### src/mde_pkg.sv
// shared types and protocol constants for the ps2 mouse device engine
`timescale 1ns / 1ps
package mde_pkg;

    // input item from the host side or the motion source
    typedef struct packed {
        logic              command;
        logic [7:0]        host_byte;
        logic [7:0]        prior_host_byte;
        logic [4:0]        button_bits;
        logic signed [7:0] move_x;
        logic signed [7:0] move_y;
        logic signed [7:0] wheel_h;
        logic signed [7:0] wheel_v;
    } t_in_item;

    // one byte toward the host
    typedef struct packed {
        logic [7:0] tx_byte;
        logic       last_of_run;
    } t_out_item;

    // job handed from the front to the back: up to four bytes
    typedef struct packed {
        logic [3:0][7:0] bytes;
        logic [1:0]      last_idx;
    } t_job;

    // item kinds
    localparam logic CMD_HOST   = 1'b0;
    localparam logic CMD_MOTION = 1'b1;

    // device types
    localparam logic [2:0] KIND_STD   = 3'd0;
    localparam logic [2:0] KIND_WHEEL = 3'd3;
    localparam logic [2:0] KIND_5BTN  = 3'd4;

    // sample rate knock sequences
    localparam logic [23:0] KNOCK_WHEEL = 24'hC86450;
    localparam logic [23:0] KNOCK_5BTN  = 24'hC8C850;

    // host commands
    localparam logic [7:0] HOST_RESET    = 8'hFF;
    localparam logic [7:0] HOST_DEFAULTS = 8'hF6;
    localparam logic [7:0] HOST_DISABLE  = 8'hF5;
    localparam logic [7:0] HOST_ENABLE   = 8'hF4;
    localparam logic [7:0] HOST_RATE     = 8'hF3;
    localparam logic [7:0] HOST_GET_ID   = 8'hF2;
    localparam logic [7:0] HOST_STREAM   = 8'hEA;
    localparam logic [7:0] HOST_STATUS   = 8'hE9;

    // reply bytes
    localparam logic [7:0] BYTE_ACK    = 8'hFA;
    localparam logic [7:0] BYTE_BAT_OK = 8'hAA;
    localparam logic [7:0] BYTE_ZERO   = 8'h00;
    localparam logic [7:0] STATUS_RES  = 8'h02;
    localparam logic [7:0] STATUS_RATE = 8'h64;

    // wheel direction codes
    localparam logic [7:0] WHEEL_H_POS = 8'hFE;
    localparam logic [7:0] WHEEL_H_NEG = 8'h02;
    localparam logic [7:0] WHEEL_V_POS = 8'hFF;
    localparam logic [7:0] WHEEL_V_NEG = 8'h01;
    localparam logic [7:0] WHEEL_MIN   = 8'hF8;
    localparam logic [7:0] WHEEL_MAX   = 8'h07;

endpackage

### src/mde_front.sv
// front end: accepts items, keeps device state, builds the reply byte job
`timescale 1ns / 1ps
module mde_front (
    input  logic             i_clk,
    input  logic             i_rst_n,
    input  logic             i_valid,
    output logic             o_ready,
    input  mde_pkg::t_in_item i_item,
    output logic             o_job_valid,
    input  logic             i_job_ready,
    output mde_pkg::t_job    o_job
);
    import mde_pkg::*;

    logic        r_reporting_on, n_reporting_on;
    logic [2:0]  r_device_kind,  n_device_kind;
    logic [23:0] r_rate_history, n_rate_history;

    logic        accept;
    logic        emit;
    logic [23:0] shifted_hist;
    logic [7:0]  b1, ny, wheel, wheel_raw;
    logic        is_wheel;

    assign o_ready = i_job_ready;
    assign accept  = i_valid && i_job_ready;

    assign shifted_hist = {r_rate_history[15:0], i_item.host_byte};
    assign ny           = 8'(-i_item.move_y);
    assign b1 = {2'b00, (i_item.move_y > 8'sd0), i_item.move_x[7], 1'b1,
                 i_item.button_bits[2:0]};
    assign is_wheel = (r_device_kind == KIND_WHEEL) || (r_device_kind == KIND_5BTN);

    always_comb begin
        priority if (i_item.wheel_h == i_item.wheel_v) begin
            priority if (i_item.wheel_v > 8'sd7) begin
                wheel_raw = WHEEL_MIN;
            end else if (i_item.wheel_v < -8'sd7) begin
                wheel_raw = WHEEL_MAX;
            end else begin
                wheel_raw = 8'(-i_item.wheel_v);
            end
        end else if (i_item.wheel_h > 8'sd0) begin
            wheel_raw = WHEEL_H_POS;
        end else if (i_item.wheel_h < 8'sd0) begin
            wheel_raw = WHEEL_H_NEG;
        end else if (i_item.wheel_v > 8'sd0) begin
            wheel_raw = WHEEL_V_POS;
        end else begin
            wheel_raw = WHEEL_V_NEG;
        end
        if (r_device_kind == KIND_5BTN) begin
            wheel = {2'b00, i_item.button_bits[4:3], wheel_raw[3:0]};
        end else begin
            wheel = wheel_raw;
        end
    end

    always_comb begin
        n_reporting_on = r_reporting_on;
        n_device_kind  = r_device_kind;
        n_rate_history = r_rate_history;
        o_job.bytes    = {BYTE_ZERO, BYTE_ZERO, BYTE_ZERO, BYTE_ACK};
        o_job.last_idx = 2'd0;
        emit           = 1'b1;
        if (i_item.command == CMD_MOTION) begin
            emit        = r_reporting_on;
            o_job.bytes = {wheel, ny, i_item.move_x, b1};
            o_job.last_idx = is_wheel ? 2'd3 : 2'd2;
        end else if (i_item.prior_host_byte == HOST_RATE) begin
            n_rate_history = shifted_hist;
            if (r_device_kind == KIND_STD && shifted_hist == KNOCK_WHEEL) begin
                n_device_kind = KIND_WHEEL;
            end else if (r_device_kind == KIND_WHEEL && shifted_hist == KNOCK_5BTN) begin
                n_device_kind = KIND_5BTN;
            end
        end else begin
            unique case (i_item.host_byte)
                HOST_RESET: begin
                    n_reporting_on = 1'b0;
                    n_device_kind  = KIND_STD;
                    o_job.bytes    = {BYTE_ZERO, BYTE_ZERO, BYTE_BAT_OK, BYTE_ACK};
                    o_job.last_idx = 2'd2;
                end
                HOST_DEFAULTS: begin
                    n_reporting_on = 1'b0;
                    n_device_kind  = KIND_STD;
                end
                HOST_DISABLE, HOST_STREAM: n_reporting_on = 1'b0;
                HOST_ENABLE:               n_reporting_on = 1'b1;
                HOST_GET_ID: begin
                    o_job.bytes    = {BYTE_ZERO, BYTE_ZERO, {5'd0, r_device_kind}, BYTE_ACK};
                    o_job.last_idx = 2'd1;
                end
                HOST_STATUS: begin
                    o_job.bytes    = {STATUS_RATE, STATUS_RES, BYTE_ZERO, BYTE_ACK};
                    o_job.last_idx = 2'd3;
                end
                default: ;
            endcase
        end
    end

    assign o_job_valid = i_valid && emit;

    always_ff @(posedge i_clk) begin
        if (!i_rst_n) begin
            r_reporting_on <= 1'b0;
            r_device_kind  <= KIND_STD;
            r_rate_history <= 24'd0;
        end else if (accept) begin
            r_reporting_on <= n_reporting_on;
            r_device_kind  <= n_device_kind;
            r_rate_history <= n_rate_history;
        end
    end

    // device type only ever holds one of the three legal codes
    a_kind_legal: assert property (@(posedge i_clk) disable iff (!i_rst_n)
        r_device_kind == KIND_STD || r_device_kind == KIND_WHEEL
        || r_device_kind == KIND_5BTN)
        else $error("illegal device type");

    // a reset command always falls back to the standard mouse
    a_reset_cmd: assert property (@(posedge i_clk) disable iff (!i_rst_n)
        accept && i_item.command == CMD_HOST && i_item.prior_host_byte != HOST_RATE
        && i_item.host_byte == HOST_RESET |=> r_device_kind == KIND_STD && !r_reporting_on)
        else $error("reset command did not clear state");

endmodule

### src/mde_queue.sv
// two-entry job queue between front and back
`timescale 1ns / 1ps
module mde_queue (
    input  logic          i_clk,
    input  logic          i_rst_n,
    input  logic          i_push_valid,
    output logic          o_push_ready,
    input  mde_pkg::t_job i_job,
    output logic          o_pop_valid,
    input  logic          i_pop_ready,
    output mde_pkg::t_job o_job
);
    import mde_pkg::*;

    t_job       r_mem [2];
    logic       r_wr_ptr, r_rd_ptr;
    logic [1:0] r_count;
    logic       push, pop;

    assign o_push_ready = (r_count != 2'd2);
    assign o_pop_valid  = (r_count != 2'd0);
    assign o_job        = r_mem[r_rd_ptr];
    assign push         = i_push_valid && o_push_ready;
    assign pop          = o_pop_valid && i_pop_ready;

    always_ff @(posedge i_clk) begin
        if (push) begin
            r_mem[r_wr_ptr] <= i_job;
        end
    end

    always_ff @(posedge i_clk) begin
        if (!i_rst_n) begin
            r_wr_ptr <= 1'b0;
            r_rd_ptr <= 1'b0;
            r_count  <= 2'd0;
        end else begin
            if (push) r_wr_ptr <= ~r_wr_ptr;
            if (pop)  r_rd_ptr <= ~r_rd_ptr;
            r_count <= r_count + 2'(push) - 2'(pop);
        end
    end

    // occupancy agrees with the pointer distance
    a_count_ptrs: assert property (@(posedge i_clk) disable iff (!i_rst_n)
        r_count <= 2'd2 && ((r_count == 2'd1) == (r_wr_ptr != r_rd_ptr)))
        else $error("queue count out of step with pointers");

endmodule

### src/mde_back.sv
// back end: streams the bytes of each job one per cycle while the receiver is ready
`timescale 1ns / 1ps
module mde_back (
    input  logic               i_clk,
    input  logic               i_rst_n,
    input  logic               i_job_valid,
    output logic               o_job_ready,
    input  mde_pkg::t_job      i_job,
    output logic               o_valid,
    input  logic               i_ready,
    output mde_pkg::t_out_item o_item
);
    import mde_pkg::*;

    logic       r_valid;
    t_job       r_job;
    logic [1:0] r_idx;
    logic       at_last, load;

    assign at_last     = (r_idx == r_job.last_idx);
    assign load        = !r_valid || (i_ready && at_last);
    assign o_job_ready = load;

    assign o_valid            = r_valid;
    assign o_item.tx_byte     = r_job.bytes[r_idx];
    assign o_item.last_of_run = at_last;

    always_ff @(posedge i_clk) begin
        if (load && i_job_valid) begin
            r_job <= i_job;
        end
    end

    always_ff @(posedge i_clk) begin
        if (!i_rst_n) begin
            r_valid <= 1'b0;
            r_idx   <= 2'd0;
        end else if (load) begin
            r_valid <= i_job_valid;
            r_idx   <= 2'd0;
        end else if (i_ready) begin
            r_idx <= r_idx + 2'd1;
        end
    end

    // a job in flight is never dropped before its last byte goes out
    a_no_drop: assert property (@(posedge i_clk) disable iff (!i_rst_n)
        r_valid && !at_last |=> r_valid)
        else $error("job dropped mid-run");

endmodule

### src/ps2_mouse_device_engine.sv
// top level of the ps2 mouse device engine
`timescale 1ns / 1ps
// Device side of a PS/2 mouse with wheel and five-button extensions.
// Input channel (i_valid/o_ready, i_item): either a host command byte with
// the byte that preceded it, or a motion report (buttons, dx, dy, wheels).
// Output channel (o_valid/i_ready, o_item): bytes queued to the host, one
// per item handshake, with last_of_run on the final byte of each input.
// Commands give an ACK plus replies for reset, get ID and status; motion
// gives a 3-byte packet, or 4 bytes once the rate knock selects a wheel
// type. Motion while reporting is off yields no output at all.
// An accepted item's reply bytes pass as a job through the job queue
// and then into the output register.
// Throughput: the output register sends one byte per cycle while i_ready
// is high, and a job holds 1 to 4 bytes; the front accepts one item a cycle
// while the two-entry queue has room.
// Reset clears reporting, device type and rate history and empties the
// queue. When the receiver stalls the current byte holds, the queue fills
// and then o_ready drops until bytes drain.
module ps2_mouse_device_engine (
    input  logic               i_clk,
    input  logic               i_rst_n,
    input  logic               i_valid,
    output logic               o_ready,
    input  mde_pkg::t_in_item  i_item,
    output logic               o_valid,
    input  logic               i_ready,
    output mde_pkg::t_out_item o_item
);
    import mde_pkg::*;

    // front to queue
    logic f_valid, f_ready;
    t_job f_job;
    // queue to back
    logic q_valid, q_ready;
    t_job q_job;

    // classify the item, update device state, build the reply bytes
    mde_front u_front (
        .i_clk       (i_clk),
        .i_rst_n     (i_rst_n),
        .i_valid     (i_valid),
        .o_ready     (o_ready),
        .i_item      (i_item),
        .o_job_valid (f_valid),
        .i_job_ready (f_ready),
        .o_job       (f_job)
    );

    // decouples command handling from the byte-serial output
    mde_queue u_queue (
        .i_clk        (i_clk),
        .i_rst_n      (i_rst_n),
        .i_push_valid (f_valid),
        .o_push_ready (f_ready),
        .i_job        (f_job),
        .o_pop_valid  (q_valid),
        .i_pop_ready  (q_ready),
        .o_job        (q_job)
    );

    // one byte per cycle to the host side while it is ready
    mde_back u_back (
        .i_clk       (i_clk),
        .i_rst_n     (i_rst_n),
        .i_job_valid (q_valid),
        .o_job_ready (q_ready),
        .i_job       (q_job),
        .o_valid     (o_valid),
        .i_ready     (i_ready),
        .o_item      (o_item)
    );

endmodule

### config.mk
export PLATFORM = sky130hd
export DESIGN_NAME = ps2_mouse_device_engine
export DESIGN_NICKNAME = d
export VERILOG_FILES = /design/src/mde_pkg.sv /design/src/mde_front.sv /design/src/mde_queue.sv /design/src/mde_back.sv /design/src/ps2_mouse_device_engine.sv
export SDC_FILE = /design/constraint.sdc
export NUM_CORES = 1
export LEC_CHECK = 0
export BUFFER_PORTS_ARGS = -buffer_cell sky130_fd_sc_hd__buf_2
export CORE_UTILIZATION = 40
export DETAILED_ROUTE_END_ITERATION = 7
export PLACE_DENSITY_LB_ADDON = 0.12
export REMOVE_ABC_BUFFERS = 1
export SYNTH_ARGS = -nofsm -noshare
export SYNTH_HDL_FRONTEND = slang
export SYNTH_HIERARCHICAL = 1
export SYNTH_SLANG_ARGS = --single-unit
### constraint.sdc
create_clock -name i_clk -period 4.7 [get_ports i_clk]
set_input_delay 0.705 -clock i_clk [delete_from_list [all_inputs] [get_ports i_clk]]
set_output_delay 0.705 -clock i_clk [all_outputs]
set_load 0.05 [all_outputs]
* After elaboration in Yosys (flattened, before gate mapping) *
Memories as Yosys holds them, arrays and structs flattened. A register that Yosys moved wholly into a read port is not among the register bits.
Cells that the tools add are included.

cells by class
  add/subtract/negate cells = 5
  order comparisons = 7
  equality and inequality tests = 16
  muxes and demuxes = 21
  bitwise operators = 5
  reduce and logical (&&, ||, !) cells = 20

operator list
  cell                    number
  $pmux W33 S3            1
  $mux W34                2
  $eq A8 B8 Y1 const B    8
  $mux W8                 8
  $eq A24 B24 Y1 const B  2
  $gt A8 B1 Y1 const B    3
  $bmux W8 S2             1
  $neg A8 Y8              2
  $mux W3                 4
  $eq A8 B8 Y1            1
  $gt A8 B4 Y1 const B    1
  $lt A8 B1 Y1 const B    1
  $lt A8 B4 Y1 const B    1
  $reduce_and A4 Y1       2
  $logic_and A1 B1 Y1     7
  $reduce_bool A2 Y1      3
  $not A1 Y1              5
  $mux W1                 4
  $reduce_or A2 Y1        2
  $reduce_or A4 Y1        1
  $eq A3 B2 Y1 const B    1
  $eq A3 B3 Y1 const B    1
  $logic_not A3 Y1        1
  $lt A2 B3 Y1 const B    1
  other kinds (10)        11

word-level totals
  register bits = 27
  RAM bits = 68
  bits of input ports = 58
  output and inout bits = 11
  logic and storage cells = 83
  memories kept = 1

memories
  memory         words  bits a word  read ports  clocked after Yosys merged registers in  write ports  RTL line         text
  u_queue.r_mem  2      34           1           1                                        1            mde_queue.sv:15  t_job r_mem [2];

* Longest topological paths before layout *
Gate-level depths: netlist of run 1.

  depth in word-level cells = 7
  depth in mapped cells = 11
  gate-level depth less buffers = 10

* By module *
The synthesis of run 1 kept the hierarchy.

by module, submodules not included
  module     times used  cells an instance  area each (um^2)  sequential area each (um^2)
  mde_queue  1           130                2844.0            2142.1
  mde_front  1           226                1776.7            380.4
  mde_back   1           61                 1400.1            1081.0

* Least setup slack after synthesis of run 1 *
Ideal clock, no wire load.

  path kind = input to register
  start point = in i_item[53] (netlist name)
  end point = mem u_queue/r_mem[0][0] (netlist name), enable pin
  setup time = 425 ps
  data arrival time = 2463 ps
  required time = 4275 ps
  setup slack = 1811 ps
  cell stages on the path = 4
  path buffers = 0
  path through = inv_1 > o21a_1 > nand2_1 > nor2_1

between the ends
  word-level cells in the longest chain between the ends = 5

ends and longest elaborated chain
  what                           RTL line                       text
  start, declared                ps2_mouse_device_engine.sv:24  input mde_pkg::t_in_item i_item,
  $mux W1                        mde_front.sv:66                if (i_item.command == CMD_MOTION) begin
  $logic_and A1 B1 Y1            mde_front.sv:104               assign o_job_valid = i_valid && emit;
  net f_valid                    ps2_mouse_device_engine.sv:32  logic f_valid, f_ready;
  $logic_and A1 B1 Y1            mde_queue.sv:23                assign push = i_push_valid && o_push_ready;
  $mux W1                        mde_queue.sv:27                if (push) begin
  $mux W1 (not written as such)  mde_queue.sv:28                r_mem[r_wr_ptr] <= i_job;
  end, declared                  mde_queue.sv:15

The timed path passes the listed nets, and every way through them passes these cells.

==> qor.tcl, run 1 <==
set qor(setup-tns-final_ns) 0
set qor(worst_hold_slack_ns) 0.511
set qor(instance_count_on_the_critical_path) 2
set qor(grt_pass1_wl_um) 18500
set qor(clock-sinks) 129
set qor(crit_path_max_incr_delay_ns) 0.84
set qor(req_time_crit_path_ns) 3.99
set qor(worst_ir_drop_vdd_v) 0.000226
set qor(worst_r2r_startpoint) {u_back/r_idx[0]$_SDFFE_PP0P_}
set qor(timing_worst_slew_pin_value_ns) 1.12
set qor(crit-reg2reg-capture) {u_queue/r_count[1]$_SDFF_PN0_}
set qor(yosys-top-cells-area) {edfxtp_1 (51%), dfxtp_1 (9.0%), mux2_4 (7.5%), mux2i_1 (3.3%), mux4_2 (3.0%)}
set qor(highest_layer) {met4}
set qor(synthesis.area_per_instance_um2) 14.4
set qor(drive_gt1_frac) 0.317
set qor(syn2layout_area_growth_pct) 16.2
set qor(dr_wl_met2_um) 5610
set qor(grt_util_all_layers) 0.156
set qor(grt_setup_unrepaired) {no}
set qor(cts_inserted_buffers) 17
set qor(post-route-util) 0.480
set qor(drv.max_cap_violation_count) 0
set qor(timing.critical_path.from_type) {register}
set qor(max_freq_ghz) 0.357
set qor(cp_slowest_cell) {dfxtp_1}
set qor(worst_ep_arrival_ns) 2.10
set qor(wl_met1_um) 4980
set qor(post_synth_most_frequent_cells) {edfxtp_1 (102), mux2_4 (30), dfxtp_1 (27)}
set qor(outcome) {complete, no violations}
set qor(leakage_nw) 2.52
set qor(holdCritPathClass) {reg2reg}
set qor(grt.overflow.total) 0
set qor(synth-main-ff-cell) {edfxtp_1}
set qor(cts.hold.buffers_added) 0
set qor(crit_start) {u_back/r_idx[0]$_SDFFE_PP0P_}
set qor(final.setup_skew_ns) 0.00868
set qor(synth_top_area_frac) 0.509
set qor(path_clk_slew_ns) 0.05
set qor(wl_per_cell_um) 16.3
set qor(critPathCapture) {o_item[3]}
set qor(nets_final) 557
set qor(drt-pass1-iter-count) 4
set qor(tritoncts) {yes}
set qor(powerDensity_mw_per_mm2) 492
set qor(ios) 69
set qor(drtIter0Drc) 178
set qor(timing.critical_path.fanout_max) 11
set qor(postSynthRegisterBits) 129
set qor(relSlewSlack) 0.250
set qor(post-synth-top-count-cell) {edfxtp_1}
set qor(cts_root_buf) {clkbuf_16}
set qor(floorplan.initialDensity) 0.413
set qor(final_cycle_utilization_of_the_critical_path) 0.596
set qor(wl_met3_um) 372
set qor(dp_hpwl_um) 7500
set qor(grt_pass1_vias) 3633
set qor(die_height_um) 125
set qor(die-area_mm2) 0.0155
set qor(synth-async-reset-ratio) 0
set qor(vias) 3438
set qor(yosysSeqAreaShare) 0.599
set qor(hold_viol_final) 0
set qor(timing.final.crit_period_ns) 2.80
set qor(yosys.cell_types.count) 59
set qor(ys_warn_count) 6
set qor(antenna_found_initial) 0
set qor(cpLargestDelayFamily) {flip-flops}
set qor(core_region_area_mm2) 0.0146
set qor(io_buffer_count) 68
set qor(cts-resized-gates) 0
set qor(post-cts-setup-buffers) 0
set qor(gp_congestion) 0.733
set qor(synthesis.instances) 417
set qor(n_antenna_cell) 0
set qor(route.detailed.vias_per_inst) 5.00
set qor(post-route-drc-count) 0
set qor(r2r_setup_slack_ns) 2.11
set qor(syn-cell-area_mm2) 0.00602
set qor(clk_latency_ns) 0.41
set qor(grt_start_max_net_pins) 35
set qor(timing.critical_path.to_type) {output port}
set qor(synth_enable_flop_cells) 102
set qor(die_width_um) 125
set qor(timing.critical_path.cells) {mux4_2 -> buf_2}
set qor(reg2reg_depth) 10
set qor(post-synth-top-area-cell) {edfxtp_1}
set qor(cts.path.max_buffers) 2
set qor(fp-row-count) 44
set qor(cts_htree_levels) 4
set qor(route.antenna.remaining_nets) 0
set qor(max_slew_violation_count) 0
set qor(critical_path_class) {reg2out}
set qor(setup_violations) 0
set qor(detail_route.wirelength_um) 11200
set qor(worst-path-buf-inv) 1
flip-flops by register name (all words and copies together), names as in the netlist, named ones only:
| register | flops |
|---|---|
| u_back/o_valid | 1 |
| u_back/r_idx | 2 |
| u_back/r_job | 34 |
| u_front/r_device_kind | 2 |
| u_front/r_rate_history | 16 |
| u_front/r_reporting_on | 1 |
| u_queue/r_count | 2 |
| u_queue/r_mem | 68 |
| u_queue/r_rd_ptr | 1 |
| u_queue/r_wr_ptr | 1 |
cell type report:
class	instances	area, µm²
clock inverter	11	71.3
tap	184	230
fill	1283	7590
multi-input combinational	257	2220
sequential	129	3600
timing repair buffer	73	378
clock buffer	21	440
inverter	13	48.8
worst min-delay path, cell delays in order (launching register included):
cell	delay, ns
dfxtp_1	0.32
mux2i_1	0.06
nor2b_1	0.09
metal layers:
layer	GRT usage	vias to the layer above
met5	0	-
met4	0.0872	0
met3	0.0399	18
met2	0.259	63
met1	0.184	1671
li1	-	1686
stage by stage:
| step | area [µm²] | cells | setup slack (ns) | power, mW |
|---|---|---|---|---|
| after global routing | 7000 | 688 | 1.75 | 3.59 |
| after global placement | 6490 | 656 | 1.92 | 2.33 |
| after floorplan | 5860 | 399 | 0.659 | 2.14 |
| after CTS | 7000 | 688 | 1.79 | 3.49 |
| after detailed placement | 6490 | 656 | 1.90 | 2.34 |
| final | 7000 | 688 | 1.90 | 3.44 |
cells in the final DEF (no fill, tap or decap), types with 3 or more instances in the layout:
cell,count
or4_1,3
clkbuf_1,4
o21ai_0,6
nor2b_1,22
nand3_1,5
o21ai_2,3
mux2_4,30
nor4b_1,3
xor2_1,6
nor2_1,19
a21boi_0,3
nand2_1,26
a21oi_1,6
clkinv_1,7
buf_4,5
mux2i_1,20
nor4_1,3
mux4_2,8
and3_1,3
edfxtp_1,102
xnor2_1,18
nand4_1,5
and2_1,7
dfxtp_1,26
nor3_1,7
clkinv_2,3
buf_2,68
mux2_2,5
clkbuf_16,17
nand2b_1,5
inv_1,13
ha_1,8
worst min-delay path by stage:
| stage | cells past startpoint | endpoint | from | slack (ns) |
|---|---|---|---|---|
| 6_report | 2 | u_front/r_rate_history[11]$_SDFFE_PN0P_ | u_front/r_rate_history[11]$_SDFFE_PN0P_ | 0.51 |
| 5_1_grt | 2 | u_front/r_rate_history[11]$_SDFFE_PN0P_ | u_front/r_rate_history[11]$_SDFFE_PN0P_ | 0.54 |
| 4_1_cts | 2 | u_front/r_rate_history[11]$_SDFFE_PN0P_ | u_front/r_rate_history[11]$_SDFFE_PN0P_ | 0.51 |
| 3_5_place_dp | 2 | u_front/r_rate_history[11]$_SDFFE_PN0P_ | u_front/r_rate_history[11]$_SDFFE_PN0P_ | 0.50 |
| 3_3_place_gp | 2 | u_front/r_rate_history[14]$_SDFFE_PN0P_ | u_front/r_rate_history[14]$_SDFFE_PN0P_ | 0.49 |
| 2_1_floorplan | 2 | u_queue/r_wr_ptr$_SDFFE_PN0N_ | u_queue/r_wr_ptr$_SDFFE_PN0N_ | 0.45 |
kinds of logic (layout without fill, tap and decap cells):
family / Yosys count / count (layout) / synth area share
fa+ha+maj: 8 / 8 / 0.0166
buf+inv: 31 / 118 / 0.0347
mux: 63 / 63 / 0.147
other cells: 1 / 1 / 0.000623
simple gates: 126 / 126 / 0.120
xor+xnor: 25 / 25 / 0.0376
compound gates: 34 / 34 / 0.0449
flops: 129 / 129 / 0.599
report_power, final:
| group | internal, mW | total, mW | switching (mW) |
|---|---|---|---|
| sequential | 1.46 | 1.52 | 0.0536 |
| combinational | 0.337 | 0.783 | 0.445 |
| clock | 0.708 | 1.14 | 0.433 |
| total | 2.51 | 3.44 | 0.932 |
(Power assumes the default switching activity.)
==> run 2: changes to the inputs <==
- clock period: 4.7 -> 2.9 ns (I/O delays scaled with it)
==> run 2 against run 1 <==
  * Clock-buffer cell count is 4 higher
  * Total power rose by 71%
  * Non-clock buffer count increased by 4
  * Sequential power up 66%
  * First-iteration DRC count increased by 3.9%
  * Sequential share of layout area shrank 0.91 points
  * Register-to-register slack got worse by 1.2 ns
  * Largest cell class unchanged
==> qor.tcl, run 2 (synthesized netlist as in run 1, its figures left out) <==
set qor(multiInputGateArea_mm2) 0.00222
set qor(totalPowerFinal_mw) 5.87
set qor(critical_path_class) {reg2out}
set qor(drtIter0Drc) 185
set qor(grt_pass1_vias) 3601
set qor(fp-row-count) 44
set qor(cts.hold.buffers_added) 0
set qor(n_antenna_cell) 0
set qor(cts_root_buf) {clkbuf_16}
set qor(floorplan.initialDensity) 0.413
set qor(powerDensity_mw_per_mm2) 824
set qor(die_width_um) 125
set qor(worst_ep_arrival_ns) 1.82
set qor(drive_gt1_frac) 0.331
set qor(relSlewSlack) 0.561
set qor(layout.cells.most_common) {edfxtp_1}
set qor(hold_viol_final) 0
set qor(drt-pass1-iter-count) 4
set qor(drv.max_cap_violation_count) 0
set qor(clk_latency_ns) 0.41
set qor(timing.critical_path.fanout_max) 10
set qor(setup-tns-final_ns) 0
set qor(syn2layout_area_growth_pct) 18.3
set qor(dp_worst_setup_slack_ns) 0.586
set qor(register_area_mm2) 0.00360
set qor(path_clk_slew_ns) 0.05
set qor(setup_violations) 0
set qor(nets_final) 561
set qor(grt_start_max_net_pins) 35
set qor(hold_start) {i_item[33]}
set qor(timing_worst_slew_pin_value_ns) 0.658
set qor(max_freq_ghz) 0.444
set qor(most_frequent_cells_in_the_layout) {edfxtp_1 (102), buf_2 (68), mux2_4 (30)}
set qor(cts_inserted_buffers) 17
set qor(gp_congestion) 0.760
set qor(wl_per_cell_um) 15.8
set qor(placement.cell_area_mm2) 0.00653
set qor(timing.critical_path.from_type) {register}
set qor(grt_pass1_wl_um) 18000
set qor(crit-reg2reg-capture) {u_queue/r_count[1]$_SDFF_PN0_}
set qor(post_layout_nonfiller_instances) 692
set qor(grt.overflow.total) 0
set qor(max_slew_violation_count) 0
set qor(antenna_found_initial) 0
set qor(holdCritPathClass) {in2reg}
set qor(largest_register) {u_queue/r_mem}
set qor(route.antenna.remaining_nets) 0
set qor(post-cts-setup-buffers) 0
set qor(io_buffer_count) 68
set qor(whs_path_depth) 2
set qor(final_cycle_utilization_of_the_critical_path) 0.777
set qor(timing.critical_path.to_type) {output port}
set qor(ios) 69
set qor(cp_slowest_cell) {mux4_2}
set qor(r2r_setup_slack_ns) 0.87
set qor(placed_cells_incl_taps) 660
set qor(reg2reg_depth) 10
set qor(biggestRegsByFlops) {u_queue/r_mem (68), u_back/r_job (34), u_front/r_rate_history (16)}
set qor(detail_route.wirelength_um) 10900
set qor(die-area_mm2) 0.0155
set qor(final_critical_path_setup_slack_ns) 0.647
set qor(leakage_nw) 2.58
set qor(final.setup_skew_ns) 0.00790
set qor(clock-sinks) 129
set qor(grt_setup_unrepaired) {no}
set qor(grt_util_all_layers) 0.152
set qor(req_time_crit_path_ns) 2.47
set qor(crit_path_max_incr_delay_ns) 0.57
set qor(cts-resized-gates) 0
set qor(core_region_area_mm2) 0.0146
set qor(post-route-util) 0.488
set qor(fill_cells) 1267
set qor(vias) 3431
set qor(layout.cell_area.non_filler_mm2) 0.00712
set qor(worst_hold_path.endpoint) {u_queue/r_mem[0][3]$_DFFE_PP_}
set qor(post-route-drc-count) 0
set qor(cts.path.max_buffers) 2
set qor(cts_htree_levels) 4
set qor(largest_register_ff_count) 68
set qor(timing.critical_path.cells) {buf_4 -> mux4_2 -> buf_2}
set qor(dp_hpwl_um) 7360
set qor(outcome) {complete, no violations}
set qor(worst_ir_drop_vdd_v) 0.000428
set qor(worst_hold_slack_ns) 0.308
set qor(worst_r2r_startpoint) {u_back/r_job[0]$_DFFE_PP_}
set qor(route.detailed.vias_per_inst) 4.96
set qor(tritoncts) {yes}
set qor(die_height_um) 125
set qor(timing.final.crit_period_ns) 2.25
run 2: cell types whose count changed in the layout (fill, tap and decap cells not counted), moves of 2 or more:
cell	change
bufinv_16	+2
clkbuf_8	+3
buf_4	+3
clkinv_2	-2
clkinv_1	-5
run 2: worst max path at each step:
stage / to / startpoint / cells after the start / slack, ns
after global routing: o_item[3] / u_back/r_idx[0]$_SDFFE_PP0P_ / 3 / 0.58
after CTS: o_item[3] / u_back/r_idx[0]$_SDFFE_PP0P_ / 3 / 0.61
after floorplan: u_front/r_device_kind[2]$_SDFFE_PN0P_ / u_queue/r_count[0]$_SDFF_PN0_ / 5 / -1.13
final: o_item[3] / u_back/r_idx[0]$_SDFFE_PP0P_ / 3 / 0.65
after global placement: u_queue/r_mem[0][31]$_DFFE_PP_ / i_item[0] / 8 / 0.65
after detailed placement: u_queue/r_mem[0][30]$_DFFE_PP_ / i_item[0] / 8 / 0.59
run 2: area by class of cell:
cell class,instances,share of cell area
Sequential cell,129,0.506
Multi-Input combinational cell,257,0.312
Clock buffer,25,0.0681
Timing Repair Buffer,77,0.0590
Tap cell,184,0.0323
Clock inverter,7,0.0155
Inverter,13,0.00685
run 2: metal layers:
layer,global-route usage,up-vias,routed length [µm]
met5,0,-,0
met2,0.254,66,5400
li1,-,1699,-
met1,0.180,1650,4910
met4,0.0702,0,170
met3,0.0425,16,428
run 2: power breakdown:
part	leakage, nW	total [mW]	switching (mW)	internal [mW]
sequential	1.17	2.53	0.152	2.37
combinational	1.12	1.22	0.655	0.565
clock	0.287	2.13	0.714	1.41
total	2.58	5.87	1.52	4.35
run 2: worst max-delay path: cells and delay by family (launching register included):
kind | cells | cell delay, ns
buffers and inverters | 2 | 0.49
flip-flops | 1 | 0.35
multiplexers | 1 | 0.57
